### src/hdl/wrca_pkg.sv
// ----------------------------------------------------------------------------
// wrca_pkg
// Shared types and constants of the cumulative ack receiver.
// ----------------------------------------------------------------------------
`default_nettype none

package wrca_pkg;

   localparam int SEQ_WIDTH       = 16;
   localparam int ACK_WIDTH       = 17;
   localparam int WS_WIDTH        = 6;
   localparam int CSR_INDEX_WIDTH = 8;
   localparam int CSR_DATA_WIDTH  = 16;

   localparam logic [CSR_INDEX_WIDTH-1:0] CSR_WINDOW_SIZE   = 8'd0;
   localparam logic [CSR_INDEX_WIDTH-1:0] CSR_MESSAGE_COUNT = 8'd1;

   localparam logic [WS_WIDTH-1:0]  WINDOW_SIZE_RESET   = 6'd1;
   localparam logic [SEQ_WIDTH-1:0] MESSAGE_COUNT_RESET = 16'd20000;

   typedef struct packed {
      logic [SEQ_WIDTH-1:0] seq;
      logic                 in_range;   // seq below message_count
   } front_item_type;

   typedef struct packed {
      logic signed [ACK_WIDTH-1:0] ack;
      logic                        complete;
   } rsp_item_type;

   typedef struct packed {
      logic [WS_WIDTH-1:0]  window_size;
      logic [SEQ_WIDTH-1:0] message_count;
   } cfg_type;

   typedef struct packed {
      logic clearing;
   } back_status_type;

endpackage

`default_nettype wire

### src/hdl/window_receiver_cumulative_ack_unit.sv
// ----------------------------------------------------------------------------
// window_receiver_cumulative_ack_unit
// Receive window with cumulative ack: one ack per received sequence number.
// ----------------------------------------------------------------------------
//  channel   ports                                   handshake
//  request   req_seq_number                          req_push / req_full
//  response  rsp_ack_number, rsp_transfer_complete   rsp_pop / rsp_empty
//  csr       csr_index, csr_data                     csr_valid / csr_ready
//
// A request is popped in S_IDLE and answered from S_RESULT; one at the expected
// number also scans forward, passing S_SCAN_RD and S_SCAN_WT for each ring slot
// it reads from the slot memory, until an unmarked slot or message_count.
// After reset the slot ring is cleared one slot at a time; req_full is high.
// Request and response queues are two deep, so each side stalls on its own.
// ----------------------------------------------------------------------------
`default_nettype none

module window_receiver_cumulative_ack_unit
   import wrca_pkg::*;
#(
   parameter int WINDOW_SLOTS = 64
) (
   input  wire logic                       clock,
   input  wire logic                       reset,
   input  wire logic                       req_push,
   input  wire logic [SEQ_WIDTH-1:0]       req_seq_number,
   output logic                            req_full,
   input  wire logic                       rsp_pop,
   output logic                            rsp_empty,
   output logic signed [ACK_WIDTH-1:0]     rsp_ack_number,
   output logic                            rsp_transfer_complete,
   input  wire logic                       csr_valid,
   output logic                            csr_ready,
   input  wire logic [CSR_INDEX_WIDTH-1:0] csr_index,
   input  wire logic [CSR_DATA_WIDTH-1:0]  csr_data
);

   cfg_type         cfg;
   back_status_type status;
   front_item_type  q_item;
   logic            q_empty, q_pop;
   logic            rsp_full, rsp_push;
   rsp_item_type    rsp_in, rsp_out;

   wrca_front u_front (
      .clock          (clock),
      .reset          (reset),
      .req_push       (req_push),
      .req_seq_number (req_seq_number),
      .req_full       (req_full),
      .csr_valid      (csr_valid),
      .csr_ready      (csr_ready),
      .csr_index      (csr_index),
      .csr_data       (csr_data),
      .status         (status),
      .cfg            (cfg),
      .q_pop          (q_pop),
      .q_item         (q_item),
      .q_empty        (q_empty)
   );

   wrca_back #(
      .WINDOW_SLOTS (WINDOW_SLOTS)
   ) u_back (
      .clock    (clock),
      .reset    (reset),
      .cfg      (cfg),
      .status   (status),
      .q_empty  (q_empty),
      .q_item   (q_item),
      .q_pop    (q_pop),
      .rsp_full (rsp_full),
      .rsp_push (rsp_push),
      .rsp_item (rsp_in)
   );

   wrca_fifo #(
      .WIDTH ($bits(rsp_item_type)),
      .DEPTH (2)
   ) u_rsp_queue (
      .clock     (clock),
      .reset     (reset),
      .push      (rsp_push),
      .push_data (rsp_in),
      .full      (rsp_full),
      .pop       (rsp_pop),
      .pop_data  (rsp_out),
      .empty     (rsp_empty)
   );

   assign rsp_ack_number        = rsp_out.ack;
   assign rsp_transfer_complete = rsp_out.complete;

endmodule

`default_nettype wire

### src/hdl/wrca_fifo.sv
// ----------------------------------------------------------------------------
// wrca_fifo
// Small synchronous queue with push/full and pop/empty.
// ----------------------------------------------------------------------------
`default_nettype none

module wrca_fifo #(
   parameter int WIDTH = 17,
   parameter int DEPTH = 2
) (
   input  wire logic             clock,
   input  wire logic             reset,
   input  wire logic             push,
   input  wire logic [WIDTH-1:0] push_data,
   output logic                  full,
   input  wire logic             pop,
   output logic      [WIDTH-1:0] pop_data,
   output logic                  empty
);

   localparam int PW = (DEPTH > 1) ? $clog2(DEPTH) : 1;
   localparam int CW = $clog2(DEPTH + 1);

   logic [WIDTH-1:0] entry_ff [DEPTH];
   logic [PW-1:0]    wr_ptr_ff, wr_ptr_in, rd_ptr_ff, rd_ptr_in;
   logic [CW-1:0]    count_ff, count_in;
   logic             do_push, do_pop;

   assign full     = (count_ff == CW'(DEPTH));
   assign empty    = (count_ff == '0);
   assign do_push  = push && !full;
   assign do_pop   = pop && !empty;
   assign pop_data = entry_ff[rd_ptr_ff];

   always_comb begin
      wr_ptr_in = wr_ptr_ff;
      rd_ptr_in = rd_ptr_ff;
      count_in  = count_ff;
      if (do_push) begin
         wr_ptr_in = (wr_ptr_ff == PW'(DEPTH - 1)) ? '0 : wr_ptr_ff + PW'(1);
      end
      if (do_pop) begin
         rd_ptr_in = (rd_ptr_ff == PW'(DEPTH - 1)) ? '0 : rd_ptr_ff + PW'(1);
      end
      if (do_push && !do_pop) begin
         count_in = count_ff + CW'(1);
      end else if (do_pop && !do_push) begin
         count_in = count_ff - CW'(1);
      end
   end

   always_ff @(posedge clock) begin
      if (reset) begin
         wr_ptr_ff <= '0;
         rd_ptr_ff <= '0;
         count_ff  <= '0;
      end else begin
         wr_ptr_ff <= wr_ptr_in;
         rd_ptr_ff <= rd_ptr_in;
         count_ff  <= count_in;
      end
   end

   always_ff @(posedge clock) begin
      if (do_push) begin
         entry_ff[wr_ptr_ff] <= push_data;
      end
   end

endmodule

`default_nettype wire

### src/hdl/wrca_front.sv
// ----------------------------------------------------------------------------
// wrca_front
// Config registers, request intake and range classification, request queue.
// ----------------------------------------------------------------------------
`default_nettype none

module wrca_front
   import wrca_pkg::*;
(
   input  wire logic                       clock,
   input  wire logic                       reset,
   input  wire logic                       req_push,
   input  wire logic [SEQ_WIDTH-1:0]       req_seq_number,
   output logic                            req_full,
   input  wire logic                       csr_valid,
   output logic                            csr_ready,
   input  wire logic [CSR_INDEX_WIDTH-1:0] csr_index,
   input  wire logic [CSR_DATA_WIDTH-1:0]  csr_data,
   input  wire back_status_type            status,
   output cfg_type                         cfg,
   input  wire logic                       q_pop,
   output front_item_type                  q_item,
   output logic                            q_empty
);

   logic [WS_WIDTH-1:0]  window_size_ff, window_size_in;
   logic [SEQ_WIDTH-1:0] message_count_ff, message_count_in;
   logic                 fifo_full;
   front_item_type       item;

   assign csr_ready = 1'b1;

   always_comb begin
      window_size_in   = window_size_ff;
      message_count_in = message_count_ff;
      if (csr_valid) begin
         unique case (csr_index)
            CSR_WINDOW_SIZE:   window_size_in   = csr_data[WS_WIDTH-1:0];
            CSR_MESSAGE_COUNT: message_count_in = csr_data[SEQ_WIDTH-1:0];
            default: ;
         endcase
      end
   end

   always_ff @(posedge clock) begin
      if (reset) begin
         window_size_ff   <= WINDOW_SIZE_RESET;
         message_count_ff <= MESSAGE_COUNT_RESET;
      end else begin
         window_size_ff   <= window_size_in;
         message_count_ff <= message_count_in;
      end
   end

   assign cfg.window_size   = window_size_ff;
   assign cfg.message_count = message_count_ff;

   assign item.seq      = req_seq_number;
   assign item.in_range = (req_seq_number < message_count_ff);

   // no intake while the slot ring is being cleared
   assign req_full = fifo_full || status.clearing;

   wrca_fifo #(
      .WIDTH ($bits(front_item_type)),
      .DEPTH (2)
   ) u_req_queue (
      .clock     (clock),
      .reset     (reset),
      .push      (req_push && !req_full),
      .push_data (item),
      .full      (fifo_full),
      .pop       (q_pop),
      .pop_data  (q_item),
      .empty     (q_empty)
   );

endmodule

`default_nettype wire

### src/hdl/wrca_back.sv
// ----------------------------------------------------------------------------
// wrca_back
// Window engine: marks arrivals in the slot ring and scans the expected
// number forward over consecutive marks.
// ----------------------------------------------------------------------------
`default_nettype none

module wrca_back
   import wrca_pkg::*;
#(
   parameter int WINDOW_SLOTS = 64
) (
   input  wire logic           clock,
   input  wire logic           reset,
   input  wire cfg_type        cfg,
   output back_status_type     status,
   input  wire logic           q_empty,
   input  wire front_item_type q_item,
   output logic                q_pop,
   input  wire logic           rsp_full,
   output logic                rsp_push,
   output rsp_item_type        rsp_item
);

   localparam int SW = $clog2(WINDOW_SLOTS);

   localparam logic [2:0] S_CLEAR   = 3'd0;
   localparam logic [2:0] S_IDLE    = 3'd1;
   localparam logic [2:0] S_SCAN_RD = 3'd2;
   localparam logic [2:0] S_SCAN_WT = 3'd3;
   localparam logic [2:0] S_RESULT  = 3'd4;

   logic [2:0]           state_ff, state_in;
   logic [SEQ_WIDTH-1:0] exp_ff, exp_in;
   logic [SW-1:0]        ptr_ff, ptr_in;      // exp_ff modulo WINDOW_SLOTS
   logic [SW-1:0]        clr_ff, clr_in;
   logic                 slot_mem [WINDOW_SLOTS];
   logic                 rd_ff;

   logic                 mem_we, mem_wd;
   logic [SW-1:0]        mem_addr;
   logic [SEQ_WIDTH-1:0] gap;
   logic [SW:0]          mark_sum;
   logic [SW-1:0]        mark_slot, ptr_next;
   logic                 in_window;

   assign gap       = q_item.seq - exp_ff;
   assign in_window = (q_item.seq > exp_ff)
                   && (gap <= {{(SEQ_WIDTH-WS_WIDTH){1'b0}}, cfg.window_size})
                   && (gap < SEQ_WIDTH'(WINDOW_SLOTS));
   assign mark_sum  = {1'b0, ptr_ff} + {1'b0, gap[SW-1:0]};
   assign mark_slot = (mark_sum >= (SW+1)'(WINDOW_SLOTS))
                    ? SW'(mark_sum - (SW+1)'(WINDOW_SLOTS)) : mark_sum[SW-1:0];
   assign ptr_next  = (ptr_ff == SW'(WINDOW_SLOTS - 1)) ? '0 : ptr_ff + SW'(1);

   always_comb begin
      state_in = state_ff;
      exp_in   = exp_ff;
      ptr_in   = ptr_ff;
      clr_in   = clr_ff;
      mem_we   = 1'b0;
      mem_wd   = 1'b0;
      mem_addr = ptr_ff;
      q_pop    = 1'b0;
      rsp_push = 1'b0;
      unique case (state_ff)
         S_CLEAR: begin
            mem_we   = 1'b1;
            mem_addr = clr_ff;
            clr_in   = clr_ff + SW'(1);
            if (clr_ff == SW'(WINDOW_SLOTS - 1)) begin
               state_in = S_IDLE;
            end
         end
         S_IDLE: begin
            if (!q_empty) begin
               q_pop = 1'b1;
               if (q_item.in_range && (q_item.seq == exp_ff)) begin
                  // take the expected packet in and step past it
                  mem_we   = 1'b1;
                  exp_in   = exp_ff + SEQ_WIDTH'(1);
                  ptr_in   = ptr_next;
                  state_in = S_SCAN_RD;
               end else if (q_item.in_range && in_window) begin
                  mem_we   = 1'b1;
                  mem_wd   = 1'b1;
                  mem_addr = mark_slot;
                  state_in = S_RESULT;
               end else begin
                  state_in = S_RESULT;
               end
            end
         end
         S_SCAN_RD: begin
            state_in = (exp_ff < cfg.message_count) ? S_SCAN_WT : S_RESULT;
         end
         S_SCAN_WT: begin
            if (rd_ff) begin
               mem_we   = 1'b1;
               exp_in   = exp_ff + SEQ_WIDTH'(1);
               ptr_in   = ptr_next;
               state_in = S_SCAN_RD;
            end else begin
               state_in = S_RESULT;
            end
         end
         S_RESULT: begin
            if (!rsp_full) begin
               rsp_push = 1'b1;
               state_in = S_IDLE;
            end
         end
         default: state_in = S_CLEAR;
      endcase
   end

   always_ff @(posedge clock) begin
      if (reset) begin
         state_ff <= S_CLEAR;
         exp_ff   <= '0;
         ptr_ff   <= '0;
         clr_ff   <= '0;
      end else begin
         state_ff <= state_in;
         exp_ff   <= exp_in;
         ptr_ff   <= ptr_in;
         clr_ff   <= clr_in;
      end
   end

   always_ff @(posedge clock) begin
      if (mem_we) begin
         slot_mem[mem_addr] <= mem_wd;
      end
      rd_ff <= slot_mem[mem_addr];
   end

   assign rsp_item.ack      = $signed({1'b0, exp_ff}) - ACK_WIDTH'(1);
   assign rsp_item.complete = (exp_ff >= cfg.message_count);
   assign status.clearing   = (state_ff == S_CLEAR);

endmodule

`default_nettype wire

### config.mk
export PLATFORM = sky130hd
export DESIGN_NAME = window_receiver_cumulative_ack_unit
export DESIGN_NICKNAME = d
export VERILOG_FILES = /design/src/hdl/wrca_pkg.sv /design/src/hdl/window_receiver_cumulative_ack_unit.sv /design/src/hdl/wrca_fifo.sv /design/src/hdl/wrca_front.sv /design/src/hdl/wrca_back.sv
export SDC_FILE = /design/constraint.sdc
export NUM_CORES = 1
export LEC_CHECK = 0
export ABC_AREA = 1
export ABC_CLOCK_PERIOD_IN_PS = 6930
export BUFFER_PORTS_ARGS = -buffer_cell sky130_fd_sc_hd__buf_2
export CAP_MARGIN = 20
export CORE_MARGIN = 3
export CORE_UTILIZATION = 41
export DETAILED_ROUTE_END_ITERATION = 7
export GPL_ROUTABILITY_DRIVEN = 0
export MAX_ROUTING_LAYER = met4
export PLACE_DENSITY = 0.69
export SKIP_LAST_GASP = 1
export SLEW_MARGIN = 20
export SYNTH_ARGS = -nofsm -noshare
export SYNTH_HDL_FRONTEND = slang
export SYNTH_SLANG_ARGS = --single-unit
### constraint.sdc
create_clock -name clock -period 6.93 [get_ports clock]
set_input_delay 0.693 -clock clock [delete_from_list [all_inputs] [get_ports clock]]
set_output_delay 0.693 -clock clock [all_outputs]
set_load 0.05 [all_outputs]
==> results by stage <==
Logic synthesis:
- The area fraction in compound gates after synthesis is 0.08138.
- The prevailing post-synth register cell is sky130_fd_sc_hd__edfxtp_1.
- After synthesis, the cell types taking the most area are sky130_fd_sc_hd__edfxtp_1 (37%), sky130_fd_sc_hd__dfxtp_1 (12%), sky130_fd_sc_hd__nand2_1 (11%).
- When the netlist entered floorplanning its net count stood at 1393.
- The share of the synthesized netlist area taken by xor and xnor gates is 0.01669.
- The number of synthesis warnings is 0.
- The synthesized netlist occupies a cell area of 11020 um2.
- Of the post-synthesis cell area, the part taken by muxes is 0.03360.
- The share of synthesized area in the top cell type comes to 0.3650.
- The mean area per synthesized cell is 8.598 um2.
- The async set-or-reset flop fraction in the synthesized netlist is 0.
- The instance count of the mapped netlist is 1282.
- Of the total synthesized cell area, the portion taken by AND, OR, NAND and NOR gates is 0.2427.
- In this run, synthesis produced a sequential element count of 198.
- The adder and majority gate portion of the synthesized area is 0.07628.
- In this run, synthesis inferred 134 flip-flops with an integrated enable.
- The dominant cell by count in the synthesized netlist is sky130_fd_sc_hd__nand2_1.
- By area, the combinational part of the netlist is dominated by simple AND/OR/NAND/NOR gates.
- The synthesized design spends more area on one cell type than any other, namely sky130_fd_sc_hd__edfxtp_1.
- The synthesized netlist contains 56 unique library cells.
- By count the netlist is led by sky130_fd_sc_hd__nand2_1 (317), sky130_fd_sc_hd__inv_1 (148), sky130_fd_sc_hd__edfxtp_1 (134).
- For this run, the register share of the synthesized area comes to 0.4813.

Routing:
- The average wire length per cell after detail routing is 15.34 um.
- The count of nets left with antenna violations after detail routing is 0.
- The total wirelength of the detailed-routed design is 25.99 mm.
- After detailed routing, the number of remaining DRC violations is 0.
- After the first detailed-routing iteration, the DRC count stood at 772.
- The detailed-route vias per instance is 5.174.
- The count of vias placed by the detailed router is 8764.
- The count of TritonRoute iterations in the first routing pass is 7.

Placed design:
- The number of buffers inserted by port buffering is 64.
- The number of placed cells counting well taps is 1662.
- The half-perimeter wire length of the detailed placement result is 19.25 mm.

Die:
- From left edge to right edge, the die measures 170.0 um.
- The initial core utilization is 0.4206.
- The floorplan has 59 rows.
- The total die area is 28890 um2.
- The number of placed I/O pins is 66.
- After floorplanning, the core was sized to cover 26210 um2.
- The die is 170.0 um tall.

STA:
- The worst pin sits at a relative slew slack of 0.4608.
- Clock skew on the completed layout was measured at 18.31 ps.
- At the pin with the least slew margin, the transition time is 807.7 ps.
- The maximum clock frequency is 0.1899 GHz.
- The total setup violations reported at the end of the flow is 0.
- The post-route fraction of the period consumed by the critical path is 0.7601.
- The number of hold violations in the final report is 0.
- The post-route minimum period is 5267 ps.
- The total count of max-transition violations in the final report was 0.
- Setup total negative slack on the finished layout was measured at 0 ps.
- Setup repair after global routing left no endpoint under its margin.

Setup path:
- The reg-to-reg setup timing slack is 1660 ps.
- The slowest cell on the critical path is sky130_fd_sc_hd__dfxtp_1.
- In this run the worst path has a maximum fanout of 34.
- Among cell families on the critical path, the largest total delay comes from simple AND/OR/NAND/NOR gates.
- STA classifies the critical path startpoint as a register.
- By startpoint and endpoint, the worst setup path is classified as reg2reg.
- STA puts the critical path data required time at 7090 ps.
- STA classifies the critical path endpoint as a register.
- The depth of the worst register-to-register path is 27.
- In this design, the stage delay of the slowest critical-path cell is 850 ps.
- The worst register-to-register path ends at u_back.slot_mem[11].
- By instance count, the cell type seen most on the critical path is sky130_fd_sc_hd__nand2_1.
- The critical path buffer and inverter count is 2.
- The data arrival time of the critical path is 5430 ps.

Clock network:
- The tree is rooted in a sky130_fd_sc_hd__clkbuf_16.
- After clock tree synthesis, the flow added hold-fix buffers numbering 0.
- Once the clock tree was built, the resizer swapped 0 gates to a different size.
- The number of buffers inserted to repair setup after CTS is 0.
- The clock transition at the registers of the reported paths is 80 ps.
- The clock latency at the later pin of the worst-skew pair is 450 ps.
- The clock tree from TritonCTS is done.
- The TritonCTS buffer count is 17.
- The clock net in this run drives a total of 198 sinks.
- The H-tree generated during clock tree synthesis spans 4 levels.
- Counting along the longest clock path gives a buffer depth of 2.

Pwr:
- The analysis attributes to cell leakage a power of 5.252 nW.
- IR analysis of the VDD net gives a maximum drop of 0.1337 mV.
- The power density over the cells is 199.2 nW/um2.

GRT:
- The wire length of the first global-routing pass is 42.25 mm.
- The via count of the first global-routing pass was 8448.
- For this run, the total global-route usage over all layers was measured as 0.1882.
- The initial antenna violation count is 0.
- The maximum number of pins on one net before global-route repair is 49.
- The leftover overflow at the end of global routing is 0.

Final layout:
- After filler insertion, the fill cell instance count of the layout stands at 2476.
- The final layout net count is 1457.
- The post-synthesis to final-layout area growth is 12.12%.
- The fraction of final layout cells sized beyond drive strength 1 is 0.1383.
- The repair_antennas step left the layout with diodes totalling 0.
- After the flow finishes, the layout carries non-filler instances totaling 1694.

Hold path:
- Counting instances, the worst hold path has a depth of 1.
- The startpoint of the lowest-slack hold path is u_front.u_req_queue.rd_ptr_ff.
- The class of the tightest hold or removal check is reg2reg.

Run status:
- The run finished with clean final reports.

Flow run:
- Max-cap violations in this run came to 0.
==> layout make-up <==
type | instances | area, um2 | area share
clock buffer | 17 | 425.4 | 0.03442
clock inverter | 15 | 214.0 | 0.01731
inverter | 166 | 624.3 | 0.05052
multi-input combinational | 892 | 4979 | 0.4028
sequential | 198 | 5305 | 0.4292
tap | 335 | 419.2 | 0.03391
timing repair buffer | 71 | 392.9 | 0.03179
==> state kept, by name, indices dropped and copies added (netlist names), named ones only <==
signal                         flops
u_rsp_queue.rd_ptr_ff              1
u_rsp_queue.count_ff               2
u_front.u_req_queue.entry_ff      34
u_back.slot_mem                   64
u_back.ptr_ff                      6
u_front.u_req_queue.wr_ptr_ff      1
u_rsp_queue.wr_ptr_ff              1
u_rsp_queue.entry_ff              36
u_back.state_ff                    3
u_front.message_count_ff          16
u_back.exp_ff                     16
u_front.u_req_queue.rd_ptr_ff      1
u_back.rd_ff                       1
u_back.clr_ff                      6
u_front.window_size_ff             6
u_front.u_req_queue.count_ff       2
==> through the flow <==
| step | hold WS [ps] | power (mW) | utilization | area [um2] | setup slack (ps) |
|---|---|---|---|---|---|
| 2_1_floorplan | 425.7 | 1.393 | - | 11020 | 1855 |
| 3_3_place_gp | 435.2 | 1.433 | 0.4462 | 11690 | 1880 |
| 3_5_place_dp | 438.9 | 1.436 | 0.4472 | 11720 | 1768 |
| 4_1_cts | 437.2 | 2.488 | 0.4716 | 12360 | 1732 |
| 5_1_grt | 443.5 | 2.543 | 0.4716 | 12360 | 1169 |
| 6_report | 444.9 | 2.462 | 0.4716 | 12360 | 1663 |
==> worst max-delay path by stage <==
stage               startpoint                  end  slack [ps]  cells past startpoint
finish                register  u_back.slot_mem[11]        1660                     27
global route          register  u_back.slot_mem[11]        1170                     25
CTS                   register  u_back.slot_mem[11]        1730                     27
detailed placement    register  u_back.slot_mem[49]        1770                     27
global placement      register  u_back.slot_mem[57]        1880                     27
floorplan             register   u_back.slot_mem[0]        1860                     23
==> power by group <==
group | internal (mW) | switching (mW) | total, mW
Sequential | 1.26 | 0.0107 | 1.27
Clock | 0.510 | 0.544 | 1.05
Combinational | 0.0436 | 0.0976 | 0.141
==> metal layers <==
layer  track usage  vias up  share of wire
met5             -        -              0
met4       0.05961        0          0.022
met3       0.03275       48          0.060
met1        0.2339     4024           0.44
met2        0.3142      279           0.48
li1              -     4413              -
==> placed cells by master (no fill, tap or decap), types with 5 or more instances in the layout <==
cell type                     n
sky130_fd_sc_hd__a211oi_1     5
sky130_fd_sc_hd__nand2_1    317
sky130_fd_sc_hd__mux2_2      32
sky130_fd_sc_hd__buf_2       64
sky130_fd_sc_hd__nor2_4       7
sky130_fd_sc_hd__inv_12       6
sky130_fd_sc_hd__inv_1      148
sky130_fd_sc_hd__o21ai_0     53
sky130_fd_sc_hd__xor2_1      17
sky130_fd_sc_hd__o21ai_1      6
sky130_fd_sc_hd__nand4_1     20
sky130_fd_sc_hd__nor2_2       8
sky130_fd_sc_hd__inv_2       13
sky130_fd_sc_hd__nor2_1     129
sky130_fd_sc_hd__nand2_2      8
sky130_fd_sc_hd__ha_1        64
sky130_fd_sc_hd__dfxtp_1     64
sky130_fd_sc_hd__a21oi_1     72
sky130_fd_sc_hd__o211ai_1    10
sky130_fd_sc_hd__nor3_1      20
sky130_fd_sc_hd__edfxtp_1   134
sky130_fd_sc_hd__clkbuf_16   17
sky130_fd_sc_hd__nand3_1     76
sky130_fd_sc_hd__buf_4        6
==> cell families after synthesis <==
group	Yosys count
buffers and inverters	192
DFF	198
other	1
muxes	33
and+or+nand+nor	609
AOI/OAI and AO/OA	162
xor gates and xnor gates	21
adders and majority gates	66
(Power assumes the default switching activity.)
